[config.mk]
export PLATFORM = sky130hd
export DESIGN_NAME = wave_channel_playback_top
export DESIGN_NICKNAME = d
export VERILOG_FILES = /design/src/rtl/core/wcp_pkg.sv /design/src/rtl/core/wcp_div.sv /design/src/rtl/core/wcp_dp.sv /design/src/rtl/core/wcp_ctrl.sv /design/src/rtl/core/wave_channel_playback_top.sv
export VERILOG_INCLUDE_DIRS = /design/src /design/src/rtl/core
export SDC_FILE = /design/constraint.sdc
export NUM_CORES = 2
export LEC_CHECK = 0
export ABC_AREA = 1
export BUFFER_PORTS_ARGS = -buffer_cell sky130_fd_sc_hd__clkbuf_2
export CAP_MARGIN = 20
export CELL_PAD_IN_SITES_DETAIL_PLACEMENT = 1
export CELL_PAD_IN_SITES_GLOBAL_PLACEMENT = 1
export CORE_MARGIN = 3
export CORE_UTILIZATION = 25
export CTS_BUF_LIST = sky130_fd_sc_hd__clkbuf_8
export CTS_CLUSTER_DIAMETER = 50
export DETAILED_ROUTE_END_ITERATION = 16
export PLACE_DENSITY = 0.55
export REMOVE_ABC_BUFFERS = 1
export SLEW_MARGIN = 20
export SYNTH_ARGS = -nofsm -noshare
export SYNTH_HDL_FRONTEND = slang
export SYNTH_HIERARCHICAL = 1
export SYNTH_SLANG_ARGS = --single-unit
[constraint.sdc]
create_clock -name clk -period 15.6 [get_ports clk]
set_input_delay 3.9 -clock clk [delete_from_list [all_inputs] [get_ports clk]]
set_output_delay 3.9 -clock clk [all_outputs]
set_load 0.02 [all_outputs]
[src/rtl/core/wave_channel_playback_top_macros.svh]
// assertion macros for the wave channel playback block
// used by the top level only; expects clk and arst_n in scope
`ifndef WAVE_CHANNEL_PLAYBACK_TOP_MACROS_SVH
`define WAVE_CHANNEL_PLAYBACK_TOP_MACROS_SVH

// same-cycle implication
`define WCP_ASSERT_NOW(lbl, ante, cons, msg) \
	lbl: assert property (@(posedge clk) disable iff (!arst_n) (ante) |-> (cons)) \
		else $error(msg);

// next-cycle implication
`define WCP_ASSERT_NEXT(lbl, ante, cons, msg) \
	lbl: assert property (@(posedge clk) disable iff (!arst_n) (ante) |=> (cons)) \
		else $error(msg);

`endif

[src/rtl/core/wcp_pkg.sv]
// shared types and constants of the wave channel playback block
// no dependencies
`default_nettype none

package wcp_pkg;

	localparam int OP_W     = 2;
	localparam int ADDR_W   = 5;
	localparam int DATA_W   = 8;
	localparam int SMP_W    = 4;
	localparam int RATE_W   = 18;
	localparam int FREQ_W   = 11;
	localparam int PERIOD_W = 12;
	localparam int LEN_W    = 9;
	localparam int VOL_W    = 2;
	localparam int CNT_W    = 32;
	localparam int CLK_W    = 23;
	localparam int PROD_W   = CNT_W + CLK_W;
	localparam int DEN_SHIFT = 6;
	localparam int DEN_W    = RATE_W + PERIOD_W + DEN_SHIFT;

	localparam logic [CLK_W-1:0]    PHASE_CLOCK = 23'd4195304;
	localparam logic [PERIOD_W-1:0] PERIOD_BASE = 12'd2048;
	localparam logic [LEN_W-1:0]    LEN_BASE    = 9'd256;
	localparam logic [RATE_W-1:0]   RATE_RESET  = 18'd44100;

	// operation codes
	localparam logic [OP_W-1:0] OP_WRITE  = 2'd0;
	localparam logic [OP_W-1:0] OP_READ   = 2'd1;
	localparam logic [OP_W-1:0] OP_FRAME  = 2'd2;
	localparam logic [OP_W-1:0] OP_SAMPLE = 2'd3;

	// register addresses
	localparam logic [ADDR_W-1:0] ADDR_ENABLE  = 5'd0;
	localparam logic [ADDR_W-1:0] ADDR_LENGTH  = 5'd1;
	localparam logic [ADDR_W-1:0] ADDR_VOLUME  = 5'd2;
	localparam logic [ADDR_W-1:0] ADDR_FREQ_LO = 5'd3;
	localparam logic [ADDR_W-1:0] ADDR_FREQ_HI = 5'd4;
	localparam logic [ADDR_W-1:0] ADDR_LEN_EN  = 5'd5;
	localparam logic [ADDR_W-1:0] ADDR_RESTART = 5'd6;

	typedef struct packed {
		logic load;
		logic mul;
		logic scale;
		logic div_start;
		logic commit;
	} cmd_t;

endpackage

`default_nettype wire

[src/rtl/core/wcp_div.sv]
// bit-serial restoring divider returning the quotient modulo the wave length
// depends on nothing outside this file
`default_nettype none

module wcp_div #(
	parameter int NUM_W   = 61,
	parameter int DEN_W   = 36,
	parameter int MOD_VAL = 32
) (
	input  wire                         clk,
	input  wire                         arst_n,
	input  wire                         start,
	input  wire  [NUM_W-1:0]            num,
	input  wire  [DEN_W-1:0]            den,
	output logic                        busy,
	output logic [$clog2(MOD_VAL)-1:0]  index
);

	localparam int QW  = $clog2(MOD_VAL);
	localparam int CW  = $clog2(NUM_W + 1);

	logic [NUM_W-1:0] num_q;
	logic [DEN_W-1:0] den_q;
	logic [DEN_W-1:0] rem_q;
	logic [QW-1:0]    qm_q;
	logic [CW-1:0]    cnt_q;
	logic             busy_q;

	logic [DEN_W:0]   trial;
	logic             ge;
	logic [DEN_W:0]   diff;
	logic [QW:0]      qt;
	logic [QW-1:0]    qm_next;

	always_comb begin
		trial = {rem_q, num_q[NUM_W-1]};
		ge    = trial >= {1'b0, den_q};
		diff  = trial - {1'b0, den_q};
		// quotient kept reduced modulo the wave length, one bit at a time
		qt    = {qm_q, ge};
		if (qt >= (QW+1)'(MOD_VAL)) begin
			qm_next = QW'(qt - (QW+1)'(MOD_VAL));
		end else begin
			qm_next = qt[QW-1:0];
		end
	end

	always_ff @(posedge clk or negedge arst_n) begin
		if (!arst_n) begin
			busy_q <= 1'b0;
			cnt_q  <= '0;
		end else if (start) begin
			busy_q <= 1'b1;
			cnt_q  <= CW'(NUM_W);
		end else if (busy_q) begin
			cnt_q <= cnt_q - CW'(1);
			if (cnt_q == CW'(1)) begin
				busy_q <= 1'b0;
			end
		end
	end

	always_ff @(posedge clk) begin
		if (start) begin
			num_q <= num;
			den_q <= den;
			rem_q <= '0;
			qm_q  <= '0;
		end else if (busy_q) begin
			num_q <= {num_q[NUM_W-2:0], 1'b0};
			rem_q <= ge ? diff[DEN_W-1:0] : trial[DEN_W-1:0];
			qm_q  <= qm_next;
		end
	end

	assign busy  = busy_q;
	assign index = qm_q;

endmodule

`default_nettype wire

[src/rtl/core/wcp_dp.sv]
// datapath: channel registers, wave rows, phase products, divider, result register
// depends on wcp_pkg and wcp_div
`default_nettype none

module wcp_dp #(
	parameter int WAVE_SAMPLES = 32
) (
	input  wire                              clk,
	input  wire                              arst_n,
	input  wcp_pkg::cmd_t                    cmd,
	output logic                             div_busy,
	input  wire  [wcp_pkg::OP_W-1:0]         op,
	input  wire  [wcp_pkg::ADDR_W-1:0]       addr,
	input  wire  [wcp_pkg::DATA_W-1:0]       data,
	input  wire                              sample_rate_we,
	input  wire  [wcp_pkg::RATE_W-1:0]       sample_rate,
	output logic [wcp_pkg::DATA_W-1:0]       read_data,
	output logic [wcp_pkg::SMP_W-1:0]        sample,
	output logic                             channel_on
);

	localparam int QW    = $clog2(WAVE_SAMPLES);
	localparam int HALF  = (WAVE_SAMPLES + 1) / 2;
	localparam int ROWS  = (HALF > 16) ? 16 : HALF;
	localparam int RW    = $clog2(ROWS);
	localparam int NUM_W = wcp_pkg::PROD_W + $clog2(WAVE_SAMPLES + 1);
	localparam int DEN_W = wcp_pkg::DEN_W;
	localparam int MUL_W = wcp_pkg::RATE_W + wcp_pkg::PERIOD_W;

	// item capture
	logic [wcp_pkg::OP_W-1:0]   op_q;
	logic [wcp_pkg::ADDR_W-1:0] addr_q;
	logic [wcp_pkg::DATA_W-1:0] data_q;

	// channel state
	logic                        enable_q;
	logic [wcp_pkg::LEN_W-1:0]   length_q;
	logic [wcp_pkg::VOL_W-1:0]   volume_q;
	logic [wcp_pkg::FREQ_W-1:0]  freq_q;
	logic                        len_en_q;
	logic [wcp_pkg::CNT_W-1:0]   count_q;
	logic [wcp_pkg::RATE_W-1:0]  rate_q;
	logic [wcp_pkg::DATA_W-1:0]  wave_q [ROWS];

	// phase products
	logic [wcp_pkg::PROD_W-1:0]  prod_s1;
	logic [DEN_W-1:0]            den_s1;
	logic [NUM_W-1:0]            num_s2;
	logic [DEN_W-1:0]            den_s2;

	// result register
	logic [wcp_pkg::DATA_W-1:0]  rd_q;
	logic [wcp_pkg::SMP_W-1:0]   smp_q;
	logic                        on_q;

	logic [QW-1:0]               index;
	logic [wcp_pkg::RATE_W-1:0]  rate_eff;
	logic [wcp_pkg::PERIOD_W-1:0] period;
	logic [MUL_W-1:0]            den_prod;
	logic [wcp_pkg::DATA_W-1:0]  row_byte;
	logic [wcp_pkg::SMP_W-1:0]   nib;
	logic [wcp_pkg::SMP_W-1:0]   smp_val;
	logic [wcp_pkg::DATA_W-1:0]  rd_val;
	logic                        en_next;
	logic [wcp_pkg::LEN_W-1:0]   len_dec;
	logic [3:0]                  wave_row;
	logic                        wave_hit;

	wcp_div #(
		.NUM_W   (NUM_W),
		.DEN_W   (DEN_W),
		.MOD_VAL (WAVE_SAMPLES)
	) u_div (
		.clk    (clk),
		.arst_n (arst_n),
		.start  (cmd.div_start),
		.num    (num_s2),
		.den    (den_s2),
		.busy   (div_busy),
		.index  (index)
	);

	always_comb begin
		rate_eff = (rate_q == '0) ? wcp_pkg::RATE_W'(1) : rate_q;
		period   = wcp_pkg::PERIOD_BASE - {1'b0, freq_q};
		den_prod = MUL_W'(rate_eff) * MUL_W'(period);
	end

	always_ff @(posedge clk) begin
		if (cmd.load) begin
			op_q   <= op;
			addr_q <= addr;
			data_q <= data;
		end
		if (cmd.mul) begin
			prod_s1 <= wcp_pkg::PROD_W'(count_q) * wcp_pkg::PROD_W'(wcp_pkg::PHASE_CLOCK);
			den_s1  <= {den_prod, {wcp_pkg::DEN_SHIFT{1'b0}}};
		end
		if (cmd.scale) begin
			num_s2 <= NUM_W'(prod_s1) * NUM_W'(WAVE_SAMPLES);
			den_s2 <= den_s1;
		end
	end

	// wave lookup: entries past the stored rows read as zero
	always_comb begin
		row_byte = wave_q[index[RW:1]];
		if ({1'b0, index} < (QW+1)'(2 * ROWS)) begin
			nib = index[0] ? row_byte[3:0] : row_byte[7:4];
		end else begin
			nib = '0;
		end
		if (volume_q == '0 || !enable_q) begin
			smp_val = '0;
		end else begin
			smp_val = nib >> (volume_q - wcp_pkg::VOL_W'(1));
		end
	end

	always_comb begin
		wave_row = addr_q[3:0];
		wave_hit = addr_q[4] && (int'(wave_row) < ROWS);
		len_dec  = (length_q != '0) ? length_q - wcp_pkg::LEN_W'(1) : length_q;
		en_next  = enable_q;
		rd_val   = '0;
		case (op_q)
			wcp_pkg::OP_WRITE: begin
				if (addr_q == wcp_pkg::ADDR_ENABLE) begin
					en_next = data_q != '0;
				end
			end
			wcp_pkg::OP_READ: begin
				unique case (addr_q)
					wcp_pkg::ADDR_ENABLE: rd_val = {7'd0, enable_q};
					wcp_pkg::ADDR_VOLUME: rd_val = {1'b0, volume_q, 5'd0};
					wcp_pkg::ADDR_LEN_EN: rd_val = {7'd0, len_en_q};
					default:              rd_val = '0;
				endcase
			end
			wcp_pkg::OP_FRAME: begin
				if (len_en_q && len_dec == '0) begin
					en_next = 1'b0;
				end
			end
			default: ;
		endcase
	end

	always_ff @(posedge clk or negedge arst_n) begin
		if (!arst_n) begin
			enable_q <= 1'b0;
			length_q <= '0;
			volume_q <= '0;
			freq_q   <= '0;
			len_en_q <= 1'b0;
			count_q  <= '0;
			rate_q   <= wcp_pkg::RATE_RESET;
		end else begin
			if (sample_rate_we) begin
				rate_q <= sample_rate;
			end
			if (cmd.commit) begin
				enable_q <= en_next;
				if (op_q == wcp_pkg::OP_WRITE) begin
					unique case (addr_q)
						wcp_pkg::ADDR_LENGTH:  length_q <= wcp_pkg::LEN_BASE - {1'b0, data_q};
						wcp_pkg::ADDR_VOLUME:  volume_q <= data_q[6:5];
						wcp_pkg::ADDR_FREQ_LO: freq_q[7:0] <= data_q;
						wcp_pkg::ADDR_FREQ_HI: freq_q[10:8] <= data_q[2:0];
						wcp_pkg::ADDR_LEN_EN:  len_en_q <= data_q != '0;
						wcp_pkg::ADDR_RESTART: count_q <= '0;
						default: ;
					endcase
				end else if (op_q == wcp_pkg::OP_FRAME) begin
					if (len_en_q) begin
						length_q <= len_dec;
					end
				end else if (op_q == wcp_pkg::OP_SAMPLE) begin
					count_q <= count_q + wcp_pkg::CNT_W'(1);
				end
			end
		end
	end

	always_ff @(posedge clk or negedge arst_n) begin
		if (!arst_n) begin
			for (int i = 0; i < ROWS; i++) begin
				wave_q[i] <= '0;
			end
		end else if (cmd.commit && op_q == wcp_pkg::OP_WRITE && wave_hit) begin
			wave_q[wave_row[RW-1:0]] <= data_q;
		end
	end

	always_ff @(posedge clk) begin
		if (cmd.commit) begin
			rd_q  <= rd_val;
			smp_q <= (op_q == wcp_pkg::OP_SAMPLE) ? smp_val : '0;
			on_q  <= en_next;
		end
	end

	assign read_data  = rd_q;
	assign sample     = smp_q;
	assign channel_on = on_q;

endmodule

`default_nettype wire

[src/rtl/core/wcp_ctrl.sv]
// controller: sequences one request at a time; sample requests go through the phase products and divider
// depends on wcp_pkg
`default_nettype none

module wcp_ctrl (
	input  wire                          clk,
	input  wire                          arst_n,
	input  wire                          in_valid,
	input  wire  [wcp_pkg::OP_W-1:0]     op,
	output logic                         in_stall,
	output logic                         out_valid,
	input  wire                          out_stall,
	input  wire                          div_busy,
	output wcp_pkg::cmd_t                cmd
);

	localparam logic [2:0] ST_IDLE  = 3'd0;
	localparam logic [2:0] ST_MUL   = 3'd1;
	localparam logic [2:0] ST_SCALE = 3'd2;
	localparam logic [2:0] ST_LOAD  = 3'd3;
	localparam logic [2:0] ST_DIV   = 3'd4;
	localparam logic [2:0] ST_DONE  = 3'd5;

	logic [2:0] state_q;
	logic [2:0] state_next;
	logic       out_valid_q;
	logic       accept;
	logic       slot_free;

	always_comb begin
		accept    = in_valid && (state_q == ST_IDLE);
		slot_free = !out_valid_q || !out_stall;
		cmd           = '0;
		cmd.load      = accept;
		state_next    = state_q;
		unique case (state_q)
			ST_IDLE: begin
				if (accept) begin
					state_next = (op == wcp_pkg::OP_SAMPLE) ? ST_MUL : ST_DONE;
				end
			end
			ST_MUL: begin
				cmd.mul    = 1'b1;
				state_next = ST_SCALE;
			end
			ST_SCALE: begin
				cmd.scale  = 1'b1;
				state_next = ST_LOAD;
			end
			ST_LOAD: begin
				cmd.div_start = 1'b1;
				state_next    = ST_DIV;
			end
			ST_DIV: begin
				if (!div_busy) begin
					state_next = ST_DONE;
				end
			end
			ST_DONE: begin
				// wait for the result register to drain
				if (slot_free) begin
					cmd.commit = 1'b1;
					state_next = ST_IDLE;
				end
			end
			default: state_next = ST_IDLE;
		endcase
	end

	always_ff @(posedge clk or negedge arst_n) begin
		if (!arst_n) begin
			state_q     <= ST_IDLE;
			out_valid_q <= 1'b0;
		end else begin
			state_q     <= state_next;
			out_valid_q <= cmd.commit || (out_valid_q && out_stall);
		end
	end

	assign in_stall  = state_q != ST_IDLE;
	assign out_valid = out_valid_q;

endmodule

`default_nettype wire

[src/rtl/core/wave_channel_playback_top.sv]
// channel    | dir | handshake          | payload
// request in | in  | in_valid/in_stall  | op, addr, data
// result out | out | out_valid/out_stall| read_data, sample, channel_on
// config     | in  | sample_rate_we     | sample_rate
//
// a sample tick steps through mul and scale (phase products) and load (divider start),
// then waits in div while the divider takes one numerator bit per cycle
// (55 + clog2(WAVE_SAMPLES+1) bits), then commits from done once the output slot is free
// all other requests go from acceptance straight to done and commit from there
// a new request is taken while the previous result still waits in the output register
// arst_n clears the channel state and the wave table; sample_rate resets to 44100
// top level of the wave channel playback block; depends on wcp_pkg, wcp_ctrl, wcp_dp
`default_nettype none

`include "wave_channel_playback_top_macros.svh"

module wave_channel_playback_top #(
	parameter int WAVE_SAMPLES = 32
) (
	input  wire                             clk,
	input  wire                             arst_n,
	input  wire                             in_valid,
	output logic                            in_stall,
	input  wire  [wcp_pkg::OP_W-1:0]        op,
	input  wire  [wcp_pkg::ADDR_W-1:0]      addr,
	input  wire  [wcp_pkg::DATA_W-1:0]      data,
	output logic                            out_valid,
	input  wire                             out_stall,
	output logic [wcp_pkg::DATA_W-1:0]      read_data,
	output logic [wcp_pkg::SMP_W-1:0]       sample,
	output logic                            channel_on,
	input  wire                             sample_rate_we,
	input  wire  [wcp_pkg::RATE_W-1:0]      sample_rate
);

	wcp_pkg::cmd_t cmd;
	logic          div_busy;

	wcp_ctrl u_ctrl (
		.clk       (clk),
		.arst_n    (arst_n),
		.in_valid  (in_valid),
		.op        (op),
		.in_stall  (in_stall),
		.out_valid (out_valid),
		.out_stall (out_stall),
		.div_busy  (div_busy),
		.cmd       (cmd)
	);

	wcp_dp #(
		.WAVE_SAMPLES (WAVE_SAMPLES)
	) u_dp (
		.clk            (clk),
		.arst_n         (arst_n),
		.cmd            (cmd),
		.div_busy       (div_busy),
		.op             (op),
		.addr           (addr),
		.data           (data),
		.sample_rate_we (sample_rate_we),
		.sample_rate    (sample_rate),
		.read_data      (read_data),
		.sample         (sample),
		.channel_on     (channel_on)
	);

	`WCP_ASSERT_NEXT(a_one_at_a_time, in_valid && !in_stall, in_stall, "request accepted while busy")
	`WCP_ASSERT_NOW(a_div_blocks_input, div_busy, in_stall, "input open during division")
	`WCP_ASSERT_NOW(a_muted_when_off, out_valid && !channel_on, sample == '0, "sound while channel off")
	`WCP_ASSERT_NOW(a_read_bits, out_valid, (read_data & 8'h9E) == 8'h00, "stray read data bits")

endmodule

`default_nettype wire

==> key figures <==
Timing
  – Period utilization: 47.2%
  – Post-route minimum period: 7.36 ns
  – Unrepaired setup endpoints after global routing: false
  – Setup TNS Final: 0 ns
  – Final hold vios: 0
  – Final Slew Violations: 0
  – Slew @ Worst Pin: 1.15 ns
  – Fin Clk Skew: 0.0729 ns
  – Relative slew margins: 23.3%
  – Final setup fails: 0
  – Highest clock rate: 136 MHz

Critical path
  – CP Depth: 25
  – Crit path buf inv count: 5
  – FF-to-FF path depth: 25
  – CP top delay family: adder cells
  – CP max-delay cell: dfrtp_1
  – CP Capture Type: flip-flop
  – CP required: 16.11 ns
  – CP arrival: 7.87 ns
  – Worst path max stage delay: 1.04 ns
  – Critical Path Most Common Cell: nand2_1
  – Worst Setup Path Type: reg2reg
  – Startpoint types: flip-flop
  – Crit path max fanout: 20

Die
  – Die area: 0.164 mm^2
  – Core Area: 0.157 mm^2
  – Initial core utilization: 25.3%
  – Chip Height: 405 um
  – Die X: 405 um
  – Num ports: 53
  – # rows: 145

Route
  – Post-route ant nets: 0
  – Routed len/inst: 18.1 um
  – DRT Pass-1 Iters: 5
  – Highest metal used: met4
  – Vias per std cell: 4.50
  – Met3 WL: 4200 um
  – Routed length on met1: 57,900 um
  – Total Wirelength: 125,000 um
  – Via count: 31,000
  – Met2 WL: 59,600 um
  – Detailed Route Iter0 Violations: 1,593
  – DRC viols: 0

Clock tree
  – Root buffer cell: clkbuf_8
  – H-Tree Depth: 3
  – Num CTS Buffers: 107
  – Post-CTS Hold Buffers: 0
  – Max Root-Sink Buffers: 3
  – Latest clock arrival within the worst-skew pair: 0.80 ns
  – Post-CTS sizing: 0
  – Clock sink count: 538
  – CTS tree: done
  – Setup bufs post-CTS: 0
  – Worst-path clk slew: 0.06 ns

GRT
  – First-pass GRT wire length: 196,000 um
  – GRT overflow: 0
  – Initial antenna violation count: 2
  – Largest net degree at the start of global routing: 128
  – GRT Overall Usage: 15.4%
  – Vias in the first global route: 33,500

Yosys
  – Syn Inst Count: 4,659
  – Largest family of logic cells by synthesized area: adder cells
  – Post-synth cell types: 57
  – Main synth FF type: edfxtp_1
  – Post-synthesis compound-gate area fraction: 7.18%
  – Fraction of synthesized area in multiplexers: 0%
  – Synth Area in Simple Gates: 20.7%
  – Sequential area share after synthesis: 36.8%
  – FF+latch count, synth: 538
  – Yosys warns: 6
  – Syn_area_per_cell: 8.56 um^2
  – Post-synth EDFFs: 284
  – Synth Area in XOR/XNOR: 2.22%
  – Synthesized area: 0.0399 mm^2
  – Adder-Cell Fraction of Synth Area: 24.3%
  – FFs w/ async S/R, synth: 39.6%

Run
  – Max Cap Violations: 0

Min path
  – Worst hold path class: reg2reg
  – Hold path depth: 0

Finish
  – NumNets Final: 5,358
  – FILL cells: 18,600
  – Area growth from synthesis to layout: 11.7%
  – Layout cell share with drive strength beyond 1: 5.80%

Placement
  – Gpl congestion: 0.852
  – Detailed Place HPWL: 96,000 um
  – IO buf count: 47

Outcome
  – Status: completed
## registers in the layout, summed over array words and instances (netlist names), 3 cells and up
register,cells
u_dp/den_s2,30
u_dp/addr_q,5
u_dp/u_div/index,5
u_dp/num_s2,52
u_dp/u_div/num_q,61
u_dp/freq_q,11
u_dp/u_div/cnt_q,6
u_dp/data_q,8
u_dp/rate_q,18
u_dp/count_q,32
u_ctrl/state_q,3
u_dp/length_q,9
u_dp/sample,4
u_dp/read_data,3
u_dp/wave_q,128
u_dp/u_div/den_q,36
u_dp/den_s1,30
u_dp/prod_s1,52
u_dp/u_div/rem_q,36
## stage by stage
stage,cell area [um^2],worst slack (ns),cells,utilization [%],hold WS [ns]
after CTS,44500,8.18,6871,28.3,0.416
after detailed placement,42400,8.19,6671,26.9,0.406
after global routing,44500,7.81,6872,28.3,0.421
after floorplan,39300,8.83,4543,-,0.400
after global placement,42400,8.12,6671,26.9,0.402
final,44500,8.24,6874,28.3,0.417
## layer usage
layer | track usage [%] | up-vias
met5 | 0 | -
met4 | 4.31 | 0
met3 | 2.16 | 152
met2 | 26.0 | 437
met1 | 20.5 | 15400
li1 | - | 15000
## cells by family after synthesis
logic type,after synthesis
and+or+nand+nor,1993
buffers and inverters,895
adders and majority gates,598
DFF,538
AOI/OAI and AO/OA,533
xor gates and xnor gates,101
other,1
## Yosys cell counts (26+ instances only)
library cell | instances | area [um^2]
a21oi_1 | 165 | 826
clkbuf_1 | 90 | 338
dfrtp_1 | 207 | 5180
dfxtp_1 | 41 | 821
edfxtp_1 | 284 | 8530
fa_1 | 296 | 5930
ha_1 | 302 | 3780
inv_1 | 744 | 2790
nand2_1 | 1236 | 4640
nand3_1 | 242 | 1210
nand4_1 | 60 | 375
nor2_1 | 344 | 1290
nor3_1 | 50 | 250
o21ai_0 | 275 | 1380
xnor2_1 | 26 | 228
xor2_1 | 75 | 657
## layout by cell type (no fill, tap or decap), types with 6 or more instances in the layout
cell,n
nand2_1,1236
inv_1,774
nor2_1,340
ha_1,302
fa_1,296
edfxtp_1,284
o21ai_0,275
nand3_1,242
dfrtp_1,206
a21oi_1,165
clkbuf_8,116
xor2_1,75
nand4_1,60
nor3_1,48
clkbuf_2,46
dfxtp_1,40
xnor2_1,26
clkinv_1,24
buf_4,22
conb_1,20
o21bai_1,16
nor2_2,14
nor4_1,14
o31ai_1,14
a21o_1,13
a31oi_1,12
clkinv_2,11
inv_2,11
o21ai_1,9
o22ai_1,9
clkinvlp_4,8
nand3b_1,8
bufinv_16,6
dfstp_2,6
## worst paths after layout
kind	from	endpoint	slack, ns
max	u_dp/freq_q[0]	u_dp/den_s1[23]	8.24
min	u_dp/prod_s1[41]	u_dp/num_s2[46]	0.42
max reg2reg	u_dp/freq_q[0]	u_dp/den_s1[23]	8.24
min reg2reg	u_dp/prod_s1[41]	u_dp/num_s2[46]	0.42
max in group asynchronous	arst_n	u_dp/u_div/busy	11.10
min in group asynchronous	arst_n	u_dp/count_q[11]	3.10
## area by class of cell
cell class,count,area [um^2],share of cell area (%)
inverters,760,2860,6.42
repair buffers,70,430,0.966
multi-input cells,3245,21800,49.0
clock buffers,116,1600,3.58
flip-flops and latches,538,14700,33.0
diodes,3,7.51,0.0169
clock inverters,84,582,1.31
well taps,2058,2570,5.78
Power is not shown: default switching activity piles up to over one toggle a cycle in this logic, so the estimate is an artifact.
